[src/rtl/ssp_pkg.sv]
// shared types, constants and divider sizing for the sprite projection core
// no dependencies
`default_nettype none

package ssp_pkg;

  localparam int SCREEN_HEIGHT = 480;
  localparam int SCREEN_WIDTH  = 640;

  localparam logic signed [16:0] H_HALF = 17'(SCREEN_HEIGHT / 2);
  localparam logic signed [16:0] H_LAST = 17'(SCREEN_HEIGHT - 1);
  localparam logic signed [16:0] W_LAST = 17'(SCREEN_WIDTH - 1);
  localparam logic [15:0]        W_HALF = 16'(SCREEN_WIDTH / 2);

  // divider: unsigned dividend, divisor, quotient bits kept before saturation
  localparam int DIV_NW = 48;
  localparam int DIV_DW = 40;
  localparam int DIV_QB = 16;

  localparam logic [2:0] REG_PLAYER_X = 3'd0;
  localparam logic [2:0] REG_PLAYER_Y = 3'd1;
  localparam logic [2:0] REG_DIR_X    = 3'd2;
  localparam logic [2:0] REG_DIR_Y    = 3'd3;
  localparam logic [2:0] REG_PLANE_X  = 3'd4;
  localparam logic [2:0] REG_PLANE_Y  = 3'd5;

  typedef struct packed {
    logic [15:0]        player_x;
    logic [15:0]        player_y;
    logic signed [15:0] dir_x;
    logic signed [15:0] dir_y;
    logic signed [15:0] plane_x;
    logic signed [15:0] plane_y;
    logic signed [32:0] det;
  } cam_t;

  typedef struct packed {
    logic [DIV_NW-1:0] num;
    logic [DIV_DW-1:0] den;
    logic              neg;
  } div_req_t;

  typedef struct packed {
    logic [DIV_QB-1:0] quo;
    logic              ovf;
    logic              neg;
  } div_rsp_t;

  typedef struct packed {
    logic [5:0] tag;
    logic       front;
    logic       det_nz;
    logic       ny_nz;
  } side_t;

endpackage

`default_nettype wire

[src/rtl/ssp_div.sv]
// pipelined restoring divider, one quotient bit per stage, overflow flag
// depends on ssp_pkg
`default_nettype none

module ssp_div
  import ssp_pkg::*;
(
  input  wire logic clk,
  input  wire logic adv,
  input  div_req_t  req,
  output div_rsp_t  rsp
);

  logic [DIV_DW-1:0] rem_r [DIV_QB];
  logic [DIV_DW-1:0] den_r [DIV_QB];
  logic [DIV_QB-1:0] lo_r  [DIV_QB];
  logic [DIV_QB-1:0] quo_r [DIV_QB+1];
  logic              ovf_r [DIV_QB+1];
  logic              neg_r [DIV_QB+1];

  logic [DIV_DW:0]   cand  [DIV_QB];
  logic [DIV_DW:0]   diff  [DIV_QB];
  logic              ge    [DIV_QB];
  logic [DIV_DW-1:0] top;

  assign top = DIV_DW'(req.num[DIV_NW-1:DIV_QB]);

  always_comb begin
    for (int i = 0; i < DIV_QB; i++) begin
      cand[i] = {rem_r[i], lo_r[i][DIV_QB-1]};
      diff[i] = cand[i] - {1'b0, den_r[i]};
      ge[i]   = (cand[i] >= {1'b0, den_r[i]});
    end
  end

  always_ff @(posedge clk) begin
    if (adv) begin
      rem_r[0] <= top;
      den_r[0] <= req.den;
      lo_r[0]  <= req.num[DIV_QB-1:0];
      quo_r[0] <= '0;
      ovf_r[0] <= (top >= req.den);
      neg_r[0] <= req.neg;
      for (int i = 0; i < DIV_QB; i++) begin
        quo_r[i+1] <= {quo_r[i][DIV_QB-2:0], ge[i]};
        ovf_r[i+1] <= ovf_r[i];
        neg_r[i+1] <= neg_r[i];
        if (i < DIV_QB - 1) begin
          rem_r[i+1] <= ge[i] ? diff[i][DIV_DW-1:0] : cand[i][DIV_DW-1:0];
          den_r[i+1] <= den_r[i];
          lo_r[i+1]  <= lo_r[i] << 1;
        end
      end
    end
  end

  assign rsp = '{quo: quo_r[DIV_QB], ovf: ovf_r[DIV_QB], neg: neg_r[DIV_QB]};

endmodule

`default_nettype wire

[config.mk]
export PLATFORM = sky130hd
export DESIGN_NAME = ssp_div
export DESIGN_NICKNAME = d
export VERILOG_FILES = /design/src/rtl/ssp_pkg.sv /design/src/rtl/ssp_div.sv
export SDC_FILE = /design/constraint.sdc
export NUM_CORES = 2
export LEC_CHECK = 0
export BUFFER_PORTS_ARGS = -buffer_cell sky130_fd_sc_hd__buf_2
export CAP_MARGIN = 20
export CORE_ASPECT_RATIO = 0.6
export CORE_MARGIN = 5
export CORE_UTILIZATION = 50
export CTS_BUF_LIST = sky130_fd_sc_hd__clkbuf_16
export DETAILED_ROUTE_END_ITERATION = 6
export PLACE_DENSITY = 0.66
export SLEW_MARGIN = 5
export SYNTH_ARGS = -nofsm -noshare
export SYNTH_HDL_FRONTEND = slang
export SYNTH_SLANG_ARGS = --single-unit
export TNS_END_PERCENT = 100
[constraint.sdc]
create_clock -name clk -period 6.5 [get_ports clk]
set_input_delay 0.975 -clock clk [delete_from_list [all_inputs] [get_ports clk]]
set_output_delay 0.975 -clock clk [all_outputs]
set_load 0.01 [all_outputs]
==> Word-level counts from Yosys, hierarchy flattened <==
Memory sizes are Yosys's and may differ from the RTL's.
Index checks and enable logic that the tools add are counted.
Widths: inputs -> output; s select.
{ "word_totals": {"in_bits": 91, "ramBits": 1842, "regBits": 0, "n_memories": 6, "word_cells": 55} }
{ "memory_table": {"columns": ["name", "depth", "width", "rd", "rd_ports_with_merged_regs", "wr", "line", "source"], "rows": [
  ["den_r", 16, 40, 16, 0, 16, "ssp_div.sv:15", "logic [DIV_DW-1:0] den_r [DIV_QB];"],
  ["rem_r", 16, 40, 16, 0, 16, "ssp_div.sv:14", "logic [DIV_DW-1:0] rem_r [DIV_QB];"],
  ["quo_r", 17, 16, 17, 0, 17, "ssp_div.sv:17", "logic [DIV_QB-1:0] quo_r [DIV_QB+1];"],
  ["lo_r", 16, 16, 16, 0, 16, "ssp_div.sv:16", "logic [DIV_QB-1:0] lo_r [DIV_QB];"],
  ["neg_r", 17, 1, 17, 0, 17, "ssp_div.sv:19", "logic neg_r [DIV_QB+1];"],
  ["ovf_r", 17, 1, 17, 0, 17, "ssp_div.sv:18", "logic ovf_r [DIV_QB+1];"]
]} }
{ "op_classes": {"magnitude_cmp": 17, "n_mux": 17, "n_addsub": 15} }
{ "ops": {"columns": ["operator", "n"], "rows": [
  ["$ge 41x40->1", 16],
  ["$mux 40", 15],
  ["$sub 40x40->40", 15],
  ["$ge 32x40->1", 1],
  ["$mux 1", 2]
]} }

==> Logic depth before layout (Yosys ltp) <==
An unclocked memory read counts as a cell.
{ "depth": {"depth_word": 3, "ltp_mapped": 16, "mapped_depth_nobuf": 14} }

==> Least setup slack after synthesis <==
No wires, ideal clock.
{ "synth_timing": {"path_kind": "register to register", "from": "mem lo_r[0][15]", "to": "mem rem_r[1][32] (netlist: rem_r[0][72]) (data pin)", "path_stages_with_launch": 15, "setup_slack_ns": 3.146, "path_buffers": 0, "arrival_time_ns": 3.094, "required_time_ns": 6.240, "setup_time_ns": 0.260, "path_cell_list": "edfxtp_1 -> inv_1 -> ha_1 -> inv_1 -> fa_1 -> a21o_1 -> a21o_1 -> a211oi_1 -> o21ai_0 -> a32oi_1 -> o211a_1 -> o21ba_2 -> o21ai_0 -> xor2_1 -> mux2_2"} }
{ "synth_lines": {"columns": ["element", "line"], "rows": [
  ["from (decl)", "ssp_div.sv:16"],
  ["to (decl)", "ssp_div.sv:14"]
]} }

==> reports/metrics.yaml <==
run_status:
  outcome: "complete, no violations"
global_routing:
  grt_pass1_vias: 58134
  grt_max_degree: 173
  grt_pass1_wl_um: 384000
  grt_usage_pct: 26.9
  overflow: 0
  antenna_found_initial: 17
clock_tree:
  cts_resized: 0
  path_clk_slew_ps: 60
  cts_hold_buf: 0
  clock_path_buffers: 4
  postCtsSetupRepairBufs: 0
  cts_buffers: 167
  htreeDepth: 4
  root_buffer: "clkbuf_16"
  tritoncts: "done"
  clock_sinks: 1578
  worstSkewPairLatency_ps: 810
layout:
  nets: 8981
  area_delta_synth_final_pct: 9.40
  fin_cells: 10729
  final_util_pct: 55.2
  drive_gt1_share_pct: 8.93
  design_area_um2: 98900
yosys:
  yosysMostFrequentCell: "edfxtp_1"
  synth_top_area_share_pct: 52.4
  synth-main-ff-cell: "edfxtp_1"
  synth_area_um2: 90400
  synthSimpleGateAreaFrac_pct: 9.51
  syn_nets: 8864
  synthArstFlopShare_pct: 0
  syn_inst: 8093
  synth.distinct_cells: 100
  synth_xor_xnor_area_share_pct: 4.62
  synth_fa_ha_area_share_pct: 9.54
  synthTopCellsByArea: "edfxtp_1 52%, ha_1 9.2%, a21oi_1 3.6%, inv_1 3.4%, o21ai_0 3.1%"
  yosys-mux-area-fraction_pct: 3.82
  synth_compound_area_share_pct: 15.5
  ys_seq_elements: 1578
  synth_edf_count: 1578
  syn-mean-instance-area_um2: 11.2
  synth_top_family_by_area: "compound AO/OA/AOI/OAI gates"
  ys_seq_area_share_pct: 52.4
  yosysWarnings: 0
  yosysTopAreaCell: "edfxtp_1"
  netlist_top_cells_count: "1578 x edfxtp_1, 822 x inv_1, 665 x ha_1"
critical_path:
  arrival_ps: 5970
  rr_startpoint: "rem_r[1][234]"
  r2r-end: "rem_r[1][266]"
  crit_type: "reg -> reg"
  end_kind: "flip-flop"
  cp_max_fo: 36
  reg2reg_setup_slack_ps: 1060
  cp-endpoint: "rem_r[1][266]"
  r2r_cells: 10
  cp-start-kind: "flip-flop"
  worst_ep_required_time_ps: 7030
  startpoint: "rem_r[1][234]"
placed_design:
  io_buffer_count: 108
  dp_hpwl_um: 204000
  place_inst: 10411
  gp_routability_congestion: 1.05
  dpl_cell_area_um2: 93500
detailed_routing:
  drt-pass1-iter-count: 6
  drt_iter0_markers: 9287
  routedWlPerCell_um: 24.5
  vias: 65219
  ant_nets: 0
  viasPerCell: 6.08
  drc: 0
  routed_wl_um: 263000
floorplanning:
  die_y_um: 339
  dieArea_um2: 190000
  die_x_um: 559
  core-area_um2: 179000
  initial_utilization_pct: 50.5
  num_io_pins: 109
  num_rows: 120
timing:
  final_max_slew_viol_count: 0
  max_freq_mhz: 184
  fin_crit_ps: 5440
  setup_viol: 0
  rsz0062_at_grt: "no"
  timing.final.crit_share_pct: 83.7
  tightest_slew_ps: 1330
  tns_ps: 0
  slew_headroom_pct: 9.10
  skew_ps: 39.3
  hold_viol: 0
worst_hold_path:
  hp-class: "in -> reg"
power_and_ir_drop:
  power_density_nw_per_um2: 481
  ir_drop_mv: 0.217
  leakage_nw: 40.7
flow_run:
  drv_cap: 0
-- metal layers --
metal  up-vias  share of wire, %  GRT usage, %
li1      30123                 -             -
met1     31583                52          47.8
met2      3269                30          25.9
met3       234                17          14.6
met4        10               1.0          3.22
met5         -              0.14          1.39
-- sequential cells by signal, summed over array words and instances, names as in the netlist --
| register | flops |
|---|---|
| ovf_r | 17 |
| lo_r | 136 |
| den_r | 640 |
| neg_r | 17 |
| rem_r | 632 |
| quo_r | 136 |
-- cell families (layout without fill, tap and decap cells) --
family | count (synthesis) | count (layout)
XOR/XNOR | 477 | 477
AO/OA/AOI/OAI | 2225 | 2225
multiplexers | 297 | 297
AND/OR/NAND/NOR | 1774 | 1774
flip-flops | 1578 | 1578
other | 0 | 17
adder cells (fa/ha/maj) | 680 | 680
buffers and inverters | 1062 | 1302
-- critical path: stages (launching register included) --
cell      delay [ps]
edfxtp_1         460
ha_1             480
and3_1           260
nand4_1          570
nor4_1           890
nand3_1          400
and3_1           590
clkinv_2         360
nor2_4           190
inv_4            510
mux2_1           390
-- cells in the final DEF (no fill, tap or decap), types with 110 or more instances in the layout --
cell type	synthesis	final
inv_1	822	844
nand2_1	552	552
xnor2_1	271	271
mux2_2	215	215
nor3_1	115	114
buf_2	45	110
a21o_1	358	358
o21ai_0	555	555
nor2_1	376	376
ha_1	665	665
nand4_1	130	130
clkbuf_16	0	171
edfxtp_1	1578	1578
nand3_1	159	159
xor2_1	206	206
a21oi_1	653	653
-- stage by stage --
step | setup slack, ps | power (mW) | hold slack [ps]
2_1_floorplan | 3150 | 30.6 | 400
3_3_place_gp | 1500 | 36.9 | 401
3_5_place_dp | 1400 | 37.2 | 405
4_1_cts | 1330 | 46.9 | 278
5_1_grt | 885 | 50.2 | 288
6_report | 1060 | 47.6 | 344
-- report_power, final --
group	leakage [nW]	total (mW)	switching, mW	internal (mW)
Combinational	22.6	22.3	13.8	8.47
Sequential	15.5	15.9	1.37	14.5
Clock	2.64	9.41	4.06	5.35
Total	40.7	47.6	19.2	28.4
-- final cells by class --
| class | instances | area, um2 |
|---|---|---|
| fill | 15290 | 80300 |
| sequential | 1578 | 47400 |
| multi-input combinational | 5453 | 38900 |
| clock buffer | 171 | 4280 |
| inverter | 827 | 3110 |
| tap | 2379 | 2980 |
| timing repair buffer | 183 | 1240 |
| clock inverter | 121 | 935 |
| antenna | 17 | 42.5 |
-- how the worst min path moves through the flow --
| stage | from | end | slack [ps] | cells past startpoint |
|---|---|---|---|---|
| 2_1_floorplan | lo_r[0][85] | lo_r[0][102] | 400 | 0 |
| 3_3_place_gp | ovf_r[0][1] | ovf_r[0][2] | 400 | 0 |
| 3_5_place_dp | lo_r[0][108] | lo_r[0][125] | 400 | 0 |
| 4_1_cts | req[46] | lo_r[0][5] | 280 | 1 |
| 5_1_grt | req[45] | lo_r[0][4] | 290 | 1 |
| 6_report | req[46] | lo_r[0][5] | 340 | 1 |
(Power assumes the default switching activity.)
