===== src/rtl/ssp_pkg.sv =====
// shared types, constants and divider sizing for the sprite projection core
// no dependencies
`default_nettype none

package ssp_pkg;

  localparam int SCREEN_HEIGHT = 480;
  localparam int SCREEN_WIDTH  = 640;

  localparam logic signed [16:0] H_HALF = 17'(SCREEN_HEIGHT / 2);
  localparam logic signed [16:0] H_LAST = 17'(SCREEN_HEIGHT - 1);
  localparam logic signed [16:0] W_LAST = 17'(SCREEN_WIDTH - 1);
  localparam logic [15:0]        W_HALF = 16'(SCREEN_WIDTH / 2);

  // divider: unsigned dividend, divisor, quotient bits kept before saturation
  localparam int DIV_NW = 48;
  localparam int DIV_DW = 40;
  localparam int DIV_QB = 16;

  localparam logic [2:0] REG_PLAYER_X = 3'd0;
  localparam logic [2:0] REG_PLAYER_Y = 3'd1;
  localparam logic [2:0] REG_DIR_X    = 3'd2;
  localparam logic [2:0] REG_DIR_Y    = 3'd3;
  localparam logic [2:0] REG_PLANE_X  = 3'd4;
  localparam logic [2:0] REG_PLANE_Y  = 3'd5;

  typedef struct packed {
    logic [15:0]        player_x;
    logic [15:0]        player_y;
    logic signed [15:0] dir_x;
    logic signed [15:0] dir_y;
    logic signed [15:0] plane_x;
    logic signed [15:0] plane_y;
    logic signed [32:0] det;
  } cam_t;

  typedef struct packed {
    logic [DIV_NW-1:0] num;
    logic [DIV_DW-1:0] den;
    logic              neg;
  } div_req_t;

  typedef struct packed {
    logic [DIV_QB-1:0] quo;
    logic              ovf;
    logic              neg;
  } div_rsp_t;

  typedef struct packed {
    logic [5:0] tag;
    logic       front;
    logic       det_nz;
    logic       ny_nz;
  } side_t;

endpackage

`default_nettype wire


===== src/rtl/ssp_front.sv =====
// front pipeline: offset, camera products, numerators, divider operands
// depends on ssp_pkg
`default_nettype none

module ssp_front
  import ssp_pkg::*;
(
  input  wire logic        clk,
  input  wire logic        rst_n,
  input  wire logic        adv,
  input  wire logic        in_valid,
  input  wire logic [5:0]  in_tag,
  input  wire logic [15:0] in_sx,
  input  wire logic [15:0] in_sy,
  input  cam_t             cam,
  output logic             valid,
  output side_t            side,
  output div_req_t         req_dep,
  output div_req_t         req_col,
  output div_req_t         req_siz
);

  logic               v1_r, v2_r, v3_r, v4_r;
  logic [5:0]         tag1_r, tag2_r, tag3_r;
  logic signed [16:0] dx1_r, dy1_r;
  logic signed [32:0] p1_r, p2_r, p3_r, p4_r;
  logic signed [33:0] nx3_r, ny3_r;
  side_t              side4_r, side4_nxt;
  div_req_t           dep4_r, col4_r, siz4_r, dep4_nxt, col4_nxt, siz4_nxt;

  logic               ny_neg, det_neg, sum_neg;
  logic [33:0]        ny_mag;
  logic [32:0]        det_mag;
  logic signed [34:0] sum;
  logic [34:0]        sum_mag;
  logic               det_nz, ny_nz, front;

  always_comb begin
    ny_neg  = ny3_r[33];
    det_neg = cam.det[32];
    ny_mag  = ny_neg ? 34'(-ny3_r) : 34'(ny3_r);
    det_mag = det_neg ? 33'(-cam.det) : 33'(cam.det);
    sum     = {nx3_r[33], nx3_r} + {ny3_r[33], ny3_r};
    sum_neg = sum[34];
    sum_mag = sum_neg ? 35'(-sum) : 35'(sum);
    det_nz  = (cam.det != '0);
    ny_nz   = (ny3_r != '0);
    front   = det_nz && ny_nz && (ny_neg == det_neg);

    side4_nxt = '{tag: tag3_r, front: front, det_nz: det_nz, ny_nz: ny_nz};

    dep4_nxt.num = DIV_NW'(ny_mag) << 14;
    dep4_nxt.den = det_nz ? DIV_DW'(det_mag) : DIV_DW'(1);
    dep4_nxt.neg = ny_neg ^ det_neg;

    col4_nxt.num = DIV_NW'(sum_mag) * DIV_NW'(SCREEN_WIDTH / 2);
    col4_nxt.den = ny_nz ? DIV_DW'(ny_mag) : DIV_DW'(1);
    col4_nxt.neg = sum_neg ^ ny_neg;

    siz4_nxt.num = DIV_NW'(det_mag) * DIV_NW'(SCREEN_HEIGHT);
    siz4_nxt.den = front ? (DIV_DW'(ny_mag) << 6) : DIV_DW'(1);
    siz4_nxt.neg = 1'b0;
  end

  always_ff @(posedge clk) begin
    if (!rst_n) begin
      v1_r <= 1'b0;
      v2_r <= 1'b0;
      v3_r <= 1'b0;
      v4_r <= 1'b0;
    end else if (adv) begin
      v1_r <= in_valid;
      v2_r <= v1_r;
      v3_r <= v2_r;
      v4_r <= v3_r;
    end
  end

  always_ff @(posedge clk) begin
    if (adv) begin
      tag1_r  <= in_tag;
      dx1_r   <= $signed({1'b0, in_sx}) - $signed({1'b0, cam.player_x});
      dy1_r   <= $signed({1'b0, in_sy}) - $signed({1'b0, cam.player_y});
      tag2_r  <= tag1_r;
      p1_r    <= cam.dir_y * dx1_r;
      p2_r    <= cam.dir_x * dy1_r;
      p3_r    <= cam.plane_y * dx1_r;
      p4_r    <= cam.plane_x * dy1_r;
      tag3_r  <= tag2_r;
      nx3_r   <= {p1_r[32], p1_r} - {p2_r[32], p2_r};
      ny3_r   <= {p4_r[32], p4_r} - {p3_r[32], p3_r};
      side4_r <= side4_nxt;
      dep4_r  <= dep4_nxt;
      col4_r  <= col4_nxt;
      siz4_r  <= siz4_nxt;
    end
  end

  assign valid   = v4_r;
  assign side    = side4_r;
  assign req_dep = dep4_r;
  assign req_col = col4_r;
  assign req_siz = siz4_r;

endmodule

`default_nettype wire


===== config.mk =====
export PLATFORM = sky130hd
export DESIGN_NAME = ssp_front
export DESIGN_NICKNAME = d
export VERILOG_FILES = /design/src/rtl/ssp_pkg.sv /design/src/rtl/ssp_front.sv
export SDC_FILE = /design/constraint.sdc
export NUM_CORES = 2
export LEC_CHECK = 0
export BUFFER_PORTS_ARGS = -buffer_cell sky130_fd_sc_hd__buf_2
export CORE_AREA = 2 2 335 337
export CTS_CLUSTER_SIZE = 12
export DETAILED_ROUTE_END_ITERATION = 16
export DIE_AREA = 0 0 337 339
export PLACE_DENSITY = 0.83
export RECOVER_POWER = 100
export SYNTH_ARGS = -nofsm -noshare
export SYNTH_HDL_FRONTEND = slang
export SYNTH_SLANG_ARGS = --single-unit

===== constraint.sdc =====
create_clock -name clk -period 11.9 [get_ports clk]
set_clock_uncertainty 0.15 [all_clocks]
set_input_delay 2.38 -clock clk [delete_from_list [all_inputs] [get_ports clk]]
set_output_delay 2.38 -clock clk [all_outputs]
set_load 0.02 [all_outputs]

Word level (Yosys, flattened, before mapping):

Cells that the tools add are included.
W data, S select, Z words.

* bits of input ports: 171
* output and inout port bits: 277
* word-level logic and storage cells: 55
* bits in registers: 496

* reductions and logical operators: 4
* equal/unequal tests: 1
* bitwise logic cells: 2
* add/subtract/negate cells: 8
* $mul: 6
* muxes and demuxes: 4

Operators by type and width (number)
* $mul A16 B17 Y33: 4
* $sub A33 B33 Y34: 2
* $mul A35 B3 Y38 const B: 1
* $mul A33 B4 Y37 const B: 1
* $add A34 B34 Y35: 1
* $mux W35: 1
* $neg A35 Y35: 1
* $mux W34: 1
* $neg A34 Y34: 1
* $reduce_bool A34 Y1: 1
* $sub A16 B16 Y17: 2
* $mux W33: 1
* $neg A33 Y33: 1
* $reduce_bool A33 Y1: 1
* $logic_and A1 B1 Y1: 2
* $xor A1 B1 Y1: 2
* $eq A1 B1 Y1: 1
* $mux W1: 1

Logic depth before layout (Yosys ltp):

* word-level depth: 4
* mapped depth: 29
* depth with buffers taken out: 28

Worst setup path after synthesis:

OpenSTA, ideal clock, no wires.

* path type: input-to-reg
* start: in cam[85] (netlist name)
* end: reg p2_r[32], data pin
* library setup time: 260 ps
* required time: 11490 ps
* setup slack: 2827 ps
* arrival: 8663 ps
* stages on the path: 26
* path buffers: 2
* cells stage by stage: clkbuf_1 > clkbuf_1 > nand2_1 > fa_1 > inv_1 > fa_1 > inv_1 > fa_1 > inv_1 > fa_1 > inv_1 > fa_1 > inv_1 > fa_1 > ha_1 > nand3_1 > nor2_1 > a211oi_1 > o31a_1 > o21ai_0 > o41ai_1 > o211ai_1 > or4_1 > a31oi_1 > o21ai_0 > xnor2_1

* cells in the longest elaborated chain, start to end: 1

RTL lines
* from (decl): line ssp_front.sv:15 `input cam_t cam,`
* $mul A16 B17 Y33: line ssp_front.sv:86 `p2_r <= cam.dir_x * dy1_r;`
* to (signal assigned): line ssp_front.sv:86
* to (decl): line ssp_front.sv:26 `logic signed [32:0] p1_r, p2_r, p3_r, p4_r;`

No other way between the ends.
A chain may end at the register's enable or synchronous reset.

Final worst setup path:

* start: in adv
* end: reg p1_r[27] (enable)

RTL lines
* from (decl): line ssp_front.sv:10 `input wire logic adv,`
* to (signal assigned): line ssp_front.sv:85 `p1_r <= cam.dir_y * dx1_r;`
* to (decl): line ssp_front.sv:26

No word-level cell between the ends.

==> flow_summary.json <==
{
  "outcome": "finished, violations left",
  "violations": "capacitance limit, slew limit",
  "antenna_found_initial": 26,
  "yosys_warnings": 0,
  "seq_area_um2": 14300,
  "drt_iter0_drc": 3850,
  "ctsHoldBuffers": 0,
  "synthesis.area_um2": 70100,
  "htreeDepth": 2,
  "routed_wl_mm": 169,
  "area_growth_pct": 6.68,
  "cp.arrival_ps": 10040,
  "cp.buffers_inverters": 2,
  "fillers": 8450,
  "synth_seq_area_share_pct": 20.4,
  "top_level_ports": 448,
  "worstSkewPairLatency_ps": 680,
  "cts_tree": "built",
  "path_class": "primary input to flip-flop",
  "rows": 122,
  "synth-seq-cells": 478,
  "grt_max_degree": 170,
  "fin_crit_ps": 10030,
  "worst_slew_pin_slew_ps": 5730,
  "drive_above_1_share_pct": 4.19,
  "cp-start-kind": "primary input",
  "post_cts_resized": 0,
  "fmax_mhz": 99.7,
  "finalSetupViolCount": 0,
  "clkTransAtPathRegs_ps": 50,
  "syn_avg_cell_area_um2": 9.88,
  "wl_per_cell_um": 19.0,
  "final_nets": 9298,
  "vias": 50600,
  "path_cells": "clkbuf_1 > clkbuf_2",
  "cts_setup_buffers": 0,
  "clockBufferDepth": 3,
  "ant_nets": 0,
  "firstDrtPassIters": 6,
  "grt_pass1_wl_mm": 276,
  "die-area_um2": 114000,
  "period_share_pct": 84.3,
  "min_path_type": "flip-flop to flip-flop",
  "initial_core_util_pct": 63.6,
  "cts_root_buf": "clkbuf_16",
  "tns_ps": 0,
  "post-route-drc-count": 0,
  "port_buffers": 393,
  "detail_route.vias_per_cell": 5.67,
  "multi_input_area_um2": 49300,
  "endpoint_kind": "flip-flop",
  "gp_congestion": 0.919,
  "syn-instance-count": 7102,
  "grt_pass1_vias": 54200,
  "slowest_delay_ps": 3930,
  "hold_violations": 0,
  "cts_sinks": 478,
  "grt_overflow": 0,
  "core_um2": 110000,
  "maxCapViolations": 6,
  "die_width_um": 337,
  "rsz0062_at_grt": "no",
  "maxSlewHeadroom_pct": -282,
  "cts_buffers": 57,
  "synth-edff-count": 474,
  "synth-main-ff-cell": "edfxtp_1",
  "cp_top_family": "buffers and inverters",
  "cp_slowest_cell": "clkbuf_1",
  "required_ps": 11910,
  "ys_types": 84,
  "die_h_um": 339,
  "async_flop_share_pct": 0,
  "slew_viol_final": 448,
  "post-dp-hpwl_mm": 135,
  "crit_fanout": 169,
  "grt_use_total_pct": 30.6
}
[kinds of logic (layout without fill, tap and decap cells)]
group / Yosys count / in the layout / synth area share [%]
multiplexers: 10 / 10 / 0.146
AO/OA/AOI/OAI: 814 / 814 / 7.62
adder cells (fa/ha/maj): 1750 / 1750 / 43.8
XOR/XNOR: 440 / 440 / 5.49
flip-flops: 478 / 478 / 20.4
other: 1 / 76 / 0.00535
buffers and inverters: 1729 / 1997 / 9.55
AND/OR/NAND/NOR: 1880 / 1880 / 13.0
[Yosys cell counts (all sizes together) (10+ instances only)]
library cell | instances | area [um^2]
o21bai | 34 | 255
and2 | 421 | 2640
xor2 | 60 | 526
buf | 59 | 430
nand3 | 57 | 285
a21oi | 209 | 1050
a2111oi | 11 | 115
ha | 577 | 7220
clkbuf | 211 | 792
nand2 | 759 | 2850
and3 | 35 | 219
nand2b | 78 | 488
or2 | 10 | 62.6
o41ai | 18 | 158
or3 | 42 | 263
o211ai | 21 | 158
o21ai | 172 | 861
xnor2 | 380 | 3330
a211oi | 30 | 235
a21boi | 29 | 218
nand4 | 13 | 81.3
o21a | 47 | 353
nor3 | 64 | 320
nor2 | 277 | 1040
o31ai | 37 | 278
edfxtp | 474 | 14200
nor2b | 76 | 475
a211o | 14 | 123
a21o | 96 | 721
inv | 1459 | 5480
fa | 1173 | 23500
or4 | 17 | 128
a31oi | 27 | 175
[cell usage in the layout (no fill, tap or decap), types with 34 or more instances in the layout]
cell / n
a21o_1: 96
a21oi_1: 207
and2_1: 396
and3_1: 35
buf_2: 154
buf_4: 36
clkbuf_1: 250
clkbuf_16: 57
conb_1: 54
edfxtp_1: 474
fa_1: 1173
ha_1: 577
inv_1: 1459
nand2_1: 759
nand2b_1: 78
nand3_1: 57
nor2_1: 277
nor2b_1: 76
nor3_1: 64
o21a_1: 47
o21ai_0: 171
o21bai_1: 34
o31ai_1: 37
or3_1: 42
xnor2_1: 380
xor2_1: 60
[metal layers]
metal  routed length (um)  share of wire (%)  global-route usage [%]
met2                84100                 50                    52.1
met5                   25              0.015                       0
met1                63500                 38                    38.0
met4                 9440                5.6                    15.7
met3                12300                7.3                    4.23
[path summary, 6_finish.rpt]
kind / from / to / slack (ps) / cells past startpoint
max: adv / p1_r[27] / 1870 / 2
min: tag2_r[5] / tag3_r[5] / 270 / 0
max reg2reg: ny3_r[9] / req_col[83] / 3050 / 25
min reg2reg: tag2_r[5] / tag3_r[5] / 270 / 0
[through the flow]
| stage | instances | setup WS, ps | hold slack, ps | instance area, um^2 | util, % |
|---|---|---|---|---|---|
| floorplan | 7155 | 2830 | 250 | 70300 | - |
| global placement | 8806 | 2350 | 251 | 73300 | 66.4 |
| detailed placement | 8806 | 2250 | 255 | 73300 | 66.4 |
| CTS | 8911 | 2930 | 268 | 75100 | 68.1 |
| global route | 8931 | 1290 | 270 | 74800 | 67.8 |
| finish | 8933 | 1870 | 268 | 74800 | 67.8 |
[sequential cells by signal (all words and copies together) (netlist names), 9 cells and up]
register / count
p1_r: 33
req_siz: 72
dx1_r: 17
req_dep: 68
dy1_r: 17
req_col: 73
p2_r: 33
p3_r: 33
nx3_r: 34
ny3_r: 34
p4_r: 33
side: 9
[final cells by class]
type                            count  area share [%]
Multi-Input combinational cell   4948            65.9
Sequential cell                   478            19.1
Clock buffer                       68            1.99
Inverter                         1459            7.32
Antenna cell                       22          0.0736
Timing Repair Buffer              433            2.61
Tap cell                         1488            2.49
Clock inverter                     37           0.482
Power is left out: the tool's default activity adds up to more than one toggle a clock period on the data nets, which glitch-free logic cannot reach.
