--- src/rtl/ssp_pkg.sv ---
// shared types, constants and divider sizing for the sprite projection core
// no dependencies
`default_nettype none

package ssp_pkg;

  localparam int SCREEN_HEIGHT = 480;
  localparam int SCREEN_WIDTH  = 640;

  localparam logic signed [16:0] H_HALF = 17'(SCREEN_HEIGHT / 2);
  localparam logic signed [16:0] H_LAST = 17'(SCREEN_HEIGHT - 1);
  localparam logic signed [16:0] W_LAST = 17'(SCREEN_WIDTH - 1);
  localparam logic [15:0]        W_HALF = 16'(SCREEN_WIDTH / 2);

  // divider: unsigned dividend, divisor, quotient bits kept before saturation
  localparam int DIV_NW = 48;
  localparam int DIV_DW = 40;
  localparam int DIV_QB = 16;

  localparam logic [2:0] REG_PLAYER_X = 3'd0;
  localparam logic [2:0] REG_PLAYER_Y = 3'd1;
  localparam logic [2:0] REG_DIR_X    = 3'd2;
  localparam logic [2:0] REG_DIR_Y    = 3'd3;
  localparam logic [2:0] REG_PLANE_X  = 3'd4;
  localparam logic [2:0] REG_PLANE_Y  = 3'd5;

  typedef struct packed {
    logic [15:0]        player_x;
    logic [15:0]        player_y;
    logic signed [15:0] dir_x;
    logic signed [15:0] dir_y;
    logic signed [15:0] plane_x;
    logic signed [15:0] plane_y;
    logic signed [32:0] det;
  } cam_t;

  typedef struct packed {
    logic [DIV_NW-1:0] num;
    logic [DIV_DW-1:0] den;
    logic              neg;
  } div_req_t;

  typedef struct packed {
    logic [DIV_QB-1:0] quo;
    logic              ovf;
    logic              neg;
  } div_rsp_t;

  typedef struct packed {
    logic [5:0] tag;
    logic       front;
    logic       det_nz;
    logic       ny_nz;
  } side_t;

endpackage

`default_nettype wire

--- src/rtl/ssp_cfg.sv ---
// camera register file with apb-style write/read and registered determinant
// depends on ssp_pkg
`default_nettype none

module ssp_cfg
  import ssp_pkg::*;
(
  input  wire logic        clk,
  input  wire logic        rst_n,
  input  wire logic        psel,
  input  wire logic        penable,
  input  wire logic        pwrite,
  input  wire logic [4:0]  paddr,
  input  wire logic [31:0] pwdata,
  output logic      [31:0] prdata,
  output cam_t             cam
);

  localparam logic signed [32:0] DET_RST = 33'sd177160192;

  logic [15:0]        player_x_r, player_y_r;
  logic signed [15:0] dir_x_r, dir_y_r, plane_x_r, plane_y_r;
  logic signed [32:0] det_r, det_nxt;
  logic signed [31:0] prod_a, prod_b;
  logic [2:0]         idx;
  logic               wr;

  assign idx = paddr[4:2];
  assign wr  = psel & penable & pwrite;

  assign prod_a  = plane_x_r * dir_y_r;
  assign prod_b  = plane_y_r * dir_x_r;
  assign det_nxt = {prod_a[31], prod_a} - {prod_b[31], prod_b};

  always_ff @(posedge clk) begin
    if (!rst_n) begin
      player_x_r <= '0;
      player_y_r <= '0;
      dir_x_r    <= -16'sd16384;
      dir_y_r    <= '0;
      plane_x_r  <= '0;
      plane_y_r  <= 16'sd10813;
      det_r      <= DET_RST;
    end else begin
      det_r <= det_nxt;
      if (wr) begin
        unique case (idx)
          REG_PLAYER_X: player_x_r <= pwdata[15:0];
          REG_PLAYER_Y: player_y_r <= pwdata[15:0];
          REG_DIR_X:    dir_x_r    <= pwdata[15:0];
          REG_DIR_Y:    dir_y_r    <= pwdata[15:0];
          REG_PLANE_X:  plane_x_r  <= pwdata[15:0];
          REG_PLANE_Y:  plane_y_r  <= pwdata[15:0];
          default: ;
        endcase
      end
    end
  end

  always_comb begin
    unique case (idx)
      REG_PLAYER_X: prdata = {16'd0, player_x_r};
      REG_PLAYER_Y: prdata = {16'd0, player_y_r};
      REG_DIR_X:    prdata = {16'd0, dir_x_r};
      REG_DIR_Y:    prdata = {16'd0, dir_y_r};
      REG_PLANE_X:  prdata = {16'd0, plane_x_r};
      REG_PLANE_Y:  prdata = {16'd0, plane_y_r};
      default:      prdata = '0;
    endcase
  end

  assign cam = '{player_x: player_x_r, player_y: player_y_r, dir_x: dir_x_r,
                 dir_y: dir_y_r, plane_x: plane_x_r, plane_y: plane_y_r, det: det_r};

endmodule

`default_nettype wire

--- config.mk ---
export PLATFORM = sky130hd
export DESIGN_NAME = ssp_cfg
export DESIGN_NICKNAME = d
export VERILOG_FILES = /design/src/rtl/ssp_pkg.sv /design/src/rtl/ssp_cfg.sv
export SDC_FILE = /design/constraint.sdc
export NUM_CORES = 2
export LEC_CHECK = 0
export BUFFER_PORTS_ARGS = -buffer_cell sky130_fd_sc_hd__clkbuf_2
export CAP_MARGIN = 20
export CORE_MARGIN = 2
export CORE_UTILIZATION = 45
export CTS_CLUSTER_DIAMETER = 50
export DETAILED_ROUTE_END_ITERATION = 12
export HOLD_SLACK_MARGIN = 0.06
export PLACE_DENSITY = 0.62
export SYNTH_ARGS = -nofsm -noshare
export SYNTH_HDL_FRONTEND = slang
export SYNTH_SLANG_ARGS = --single-unit
--- constraint.sdc ---
create_clock -name clk -period 8.2 [get_ports clk]
set_clock_uncertainty 0.05 [all_clocks]
set_input_delay 1.23 -clock clk [delete_from_list [all_inputs] [get_ports clk]]
set_output_delay 1.23 -clock clk [all_outputs]
set_load 0.02 [all_outputs]
# --- Yosys cells after proc, flatten, opt, wreduce, memory -nomap -nowiden ---
# Index checks and enable logic that the tools add are counted.
op_classes:
  add_sub_neg: 1
  mul: 2
  n_eq_ne: 5
  n_mux: 1
  bitwise_logic: 2
  reduce_logical: 7
op_table:
  columns: ["operator", "count"]
  rows:
  - ["case mux 16 bit (6 select lines)", 1]
  - ["multiplier 16 x 16 -> 32 bit", 2]
  - ["subtractor 32 x 32 -> 33 bit", 1]
  - ["AND reduction 2 bit", 6]
  - ["== test 3 x 2 -> 1 bit, second input constant", 2]
  - ["== test 3 bit, second input constant", 2]
  - ["== test 3 x 1 -> 1 bit, second input constant", 1]
  - ["zero test 3 bit", 1]
  - ["bitwise AND 1 bit", 2]
word_totals:
  ff_bits: 129
  input_bits: 42
  out_inout_bits: 161
  elab_cells: 25

# --- Depth between registers and ports, before layout ---
depth:
  depth_word: 3
  depth_mapped: 28
  ltp_nobuf: 25

# --- Worst setup path before layout ---
# OpenSTA, ideal clock, no wires.
synth_path:
  kind: "register -> register"
  start: "reg plane_y_r[15]"
  end: "reg det_r[32]"
  setup_ns: 0.115
  arrival_time_ns: 7.379
  required_ns: 8.035
  path_slack_ns: 0.656
  stages_incl_launch_ff: 27
  path_buffers: 3
  synth_period_minus_slack_ns: 7.544
  path_cell_list: "dfxtp_1 > clkbuf_1 > clkbuf_1 > nand2_1 > inv_1 > fa_1 > inv_1 > fa_1 > fa_1 > inv_1 > fa_1 > fa_1 > fa_1 > inv_1 > fa_1 > inv_1 > fa_1 > inv_1 > ha_1 > buf_2 > a21o_1 > a211o_1 > a2111oi_2 > o211a_1 > a211o_2 > xnor2_1 > and2_1"
synth_via:
  elab_chain_cells: 2
synth_lines:
  columns: ["item", "line", "rtl"]
  rows:
  - ["start: declaration", "ssp_cfg.sv:22", "logic signed [15:0] dir_x_r, dir_y_r, plane_x_r, plane_y_r;"]
  - ["start signal: assignment", "ssp_cfg.sv:53", "REG_PLANE_Y: plane_y_r <= pwdata[15:0];"]
  - ["multiplier 16 x 16 -> 32 bit", "ssp_cfg.sv:32", "assign prod_b = plane_y_r * dir_x_r;"]
  - ["subtractor 32 x 32 -> 33 bit", "ssp_cfg.sv:33", "assign det_nxt = {prod_a[31], prod_a} - {prod_b[31], prod_b};"]
  - ["end signal: assignment", "ssp_cfg.sv:45", "det_r <= det_nxt;"]
  - ["end: declaration", "ssp_cfg.sv:23", "logic signed [32:0] det_r, det_nxt;"]
# Every way passes these cells.
# A chain may end at the register's enable or synchronous reset.

# --- Final worst setup path ---
layout_path:
  start: "reg plane_x_r[15]"
  end: "reg det_r[29]"
layout_via:
  elab_chain_cells: 2
layout_lines:
  columns: ["item", "line", "rtl"]
  rows:
  - ["start: declaration", "ssp_cfg.sv:22", null]
  - ["start signal: assignment", "ssp_cfg.sv:52", "REG_PLANE_X: plane_x_r <= pwdata[15:0];"]
  - ["multiplier 16 x 16 -> 32 bit", "ssp_cfg.sv:31", "assign prod_a = plane_x_r * dir_y_r;"]
  - ["subtractor 32 x 32 -> 33 bit", "ssp_cfg.sv:33", null]
# Every way passes these cells.

==> flow_summary.rst <==
.. list-table::
   :header-rows: 1

   * - Metric
     - Value
   * - Required time reported for the critical path endpoint
     - 8.55 ns
   * - Setup Fix Bufs, Post-CTS
     - 0
   * - Termination of the worst setup path
     - det_r[29]$_SDFF_PN0_
   * - RSZ-0062 raised after global routing
     - no
   * - Average instance area after synthesis
     - 9.02 sq um
   * - Start of the worst register-to-register path
     - plane_x_r[15]$_SDFFE_PN0P_
   * - H-tree Lvls
     - 4
   * - Setup slack of the most critical reg-to-reg path
     - 0.48 ns
   * - Result of the run
     - completed
   * - Standard cell core area
     - 56,500 sq um
   * - Most instantiated flip-flop cell in the synthesis netlist
     - dfxtp_1
   * - Count of endpoints failing setup in the final report
     - 0
   * - HPWL after DPL
     - 60,400 um
   * - CTS Sinks
     - 129
   * - Path depth of the worst reg2reg path
     - 21
   * - Worst path arrival time
     - 8.08 ns
   * - Sequential fraction of the synthesis area
     - 10.0%
   * - First-pass detailed-route iteration total
     - 5
   * - Count of buffers inserted at the top-level ports
     - 168
   * - Die Footprint
     - 59,200 sq um
   * - Final worst-path cycle share
     - 94.2%
   * - Highest clock rate
     - 129 MHz
   * - Tightest Hold Check Type
     - reg2reg
   * - CTS tree
     - done
   * - Wire length of the first global-routing pass
     - 116,000 um
   * - Cell variety after synth
     - 65
   * - PwrDens
     - 111 nW/um^2
   * - CTS Buf Count
     - 17
   * - Element type at the critical path start
     - register
   * - Routability congestion estimate
     - 0.905
   * - Via-per-instance ratio
     - 5.19
   * - Number of design rule violations left after detail routing
     - 0
   * - Crit path launch
     - plane_x_r[15]$_SDFFE_PN0P_
   * - R2r endpoint
     - det_r[29]$_SDFF_PN0_
   * - Async S/R FF share, synth
     - 0%
   * - Post-route setup TNS
     - 0 ns
   * - Post-layout instance area
     - 28,100 sq um
   * - Max-cap check violation count
     - 0
   * - Total global-route track usage
     - 25.7%
   * - CP Class
     - reg2reg
   * - Yosys Warn Count
     - 0
   * - Largest fanout on the critical path
     - 13
   * - Total of flip-flops plus latches after synthesis
     - 129
   * - Latest clock arrival within the worst-skew pair
     - 0.48 ns
   * - Count of pins on the block boundary
     - 203
   * - Effective utilization at floorplan
     - 45.6%
   * - Post-synth design cell area
     - 25,800 sq um
   * - Endpoints failing hold
     - 0
   * - Antenna violations before repair
     - 1
   * - Critical path capture point type
     - register
   * - Largest buffer count on any clock path
     - 2
   * - Overall routed net length
     - 72,900 um
   * - Fraction of layout cells with a size suffix above 1
     - 9.58%
   * - Hold_sp
     - player_x_r[8]$_SDFFE_PN0P_
   * - Antenna Diode Count
     - 0
   * - Total via count in the routed design
     - 19.4k
   * - Remaining global-route overflow
     - 0
   * - Filler cell count in the final layout
     - 5,436
   * - Die X
     - 243 um
   * - Cell depth of the worst min-delay path
     - 2
   * - Highest ir drop seen on vdd
     - 136 uV
   * - Layout Area Growth over Synthesis
     - 8.93%
   * - Gate count of the mapped netlist
     - 2,856
   * - Largest net degree at the start of global routing
     - 91
   * - Average wire length per cell after detail routing
     - 19.5 um
   * - Initial DRC Count
     - 1,352
   * - Slew at the pin closest to its max-slew limit
     - 1.10 ns
   * - Count of instances resized after the clock tree is built
     - 0
   * - Final critical delay including setup and external delays
     - 7.72 ns
   * - Root buffer cell
     - clkbuf_16
   * - Antenna viol nets, final
     - 0
   * - NumNets Final
     - 3,764
   * - Total leakage power
     - 0.0134 uW
   * - Std cell rows
     - 87
   * - Final count of pins violating max slew
     - 0
   * - Height of the die
     - 243 um
   * - Rel. slew slack
     - 26.5%
   * - Count of flip-flops with a built-in enable after synthesis
     - 0
   * - Total of hold buffers inserted after clock tree synthesis
     - 0
   * - Via count of the first global-routing pass
     - 20.7k
   * - Worst-path clk slew
     - 0.07 ns
   * - Post-DP Area
     - 27,400 sq um
==> flip-flops by register name, summed over array words and instances (netlist names) <==
name        cells
plane_x_r      16
plane_y_r      16
player_y_r     16
det_r          33
dir_y_r        16
dir_x_r        16
player_x_r     16
==> how the worst min path moves through the flow <==
| stage | slack [ns] | end |
|---|---|---|
| after floorplan | 0.50 | player_x_r[10]$_SDFFE_PN0P_ |
| after global placement | 0.41 | player_x_r[1]$_SDFFE_PN0P_ |
| after detailed placement | 0.42 | player_x_r[4]$_SDFFE_PN0P_ |
| after CTS | 0.43 | player_x_r[8]$_SDFFE_PN0P_ |
| after global routing | 0.44 | player_y_r[1]$_SDFFE_PN0P_ |
| final | 0.42 | player_x_r[8]$_SDFFE_PN0P_ |
==> layer usage <==
metal	wire length, um	GRT usage (%)
met1	27200	31.8
met2	37800	44.2
met3	3990	3.33
met4	3810	13.1
met5	13	0
==> cells by family after synthesis <==
kind of cell / synth area share, %
other: 0.0146
AO/OA/AOI/OAI: 5.78
multiplexers: 0.272
AND/OR/NAND/NOR: 16.3
buffers and inverters: 12.6
flip-flops: 10.0
adder cells (fa/ha/maj): 53.6
XOR/XNOR: 1.46
==> per-stage QoR <==
| step | instances | worst slack, ns | util (%) | total power [uW] | hold slack, ns |
|---|---|---|---|---|---|
| 2_1_floorplan | 2871 | 0.656 | - | 1900 | 0.496 |
| 3_3_place_gp | 3705 | 0.595 | 48.5 | 2280 | 0.410 |
| 3_5_place_dp | 3707 | 0.545 | 48.6 | 2310 | 0.416 |
| 4_1_cts | 3739 | 0.498 | 49.6 | 3130 | 0.426 |
| 5_1_grt | 3741 | 0.155 | 49.7 | 3330 | 0.442 |
| 6_report | 3741 | 0.477 | 49.7 | 3100 | 0.424 |
==> Yosys cell counts (3+ instances only) <==
library cell / count / area, sq um
nor2_1: 31 / 116
nor3_1: 4 / 20.0
a22oi_1: 48 / 360
nor3b_2: 3 / 37.5
buf_2: 9 / 45.0
a31oi_1: 3 / 18.8
nor2b_1: 14 / 87.6
mux2i_1: 7 / 70.1
a21o_1: 19 / 143
or3_1: 3 / 18.8
and2_0: 4 / 25.0
xor2_1: 13 / 114
nand2b_1: 17 / 106
a21boi_0: 3 / 22.5
o21ai_0: 8 / 40.0
a21oi_1: 108 / 541
fa_1: 589 / 11800
and3_1: 6 / 37.5
o21a_1: 10 / 75.1
nand4_1: 7 / 43.8
dfxtp_1: 129 / 2580
and2_1: 273 / 1710
nand3_1: 36 / 180
xnor2_1: 30 / 263
ha_1: 161 / 2010
clkbuf_1: 128 / 480
inv_1: 679 / 2550
nand2_1: 449 / 1690
buf_4: 17 / 128
o211ai_1: 4 / 30.0
==> layout make-up <==
type,count,area (sq um),share of cell area (%)
well taps,756,946,3.37
multi-input cells,1906,20000,71.3
clock inverters,14,168,0.598
repair buffers,239,1390,4.95
inverters,679,2550,9.09
flip-flops and latches,129,2580,9.20
clock buffers,18,429,1.53
==> power by group <==
part           internal, uW  total (uW)  switching (uW)  leakage (uW)
combinational           613        1570             957        0.0121
sequential              692         721            29.0       0.00105
clock                   457         812             355      0.000287
==> worst max-delay path: stages, from the launching register on <==
cell and delay, ns:
dfxtp_1 0.55, buf_4 0.30, nand2_1 0.12, fa_1 0.58, fa_1 0.47, fa_1 0.87
inv_1 0.24, fa_1 0.56, fa_1 0.44, fa_1 0.50, fa_1 0.49, inv_1 0.05
fa_1 0.47, inv_1 0.04, ha_1 0.39, and4_1 0.28, and3_1 0.27, nand3_1 0.11
nand4bb_1 0.31, a21o_1 0.25, a21o_1 0.18, a21oi_1 0.13
==> cells in the final DEF, fill, tap and decap left out, types with 3 or more instances in the layout <==
master	instances
nand2_1	449
conb_1	16
a31oi_1	3
inv_6	6
xnor2_1	30
a21o_1	19
xor2_1	13
and3_1	6
nor3_1	4
nor2_1	31
a22oi_1	48
and2_1	273
dfxtp_1	129
ha_1	161
a21oi_1	108
clkbuf_16	17
clkbuf_2	168
buf_4	67
inv_1	678
o211ai_1	4
buf_6	4
a21boi_0	3
or3_1	3
mux2i_1	7
nand3_1	36
nor2b_1	14
nand4_1	7
o21ai_0	8
o21a_1	10
nor3b_2	3
and2_0	4
nand2b_1	17
fa_1	589
(Power assumes the default switching activity.)
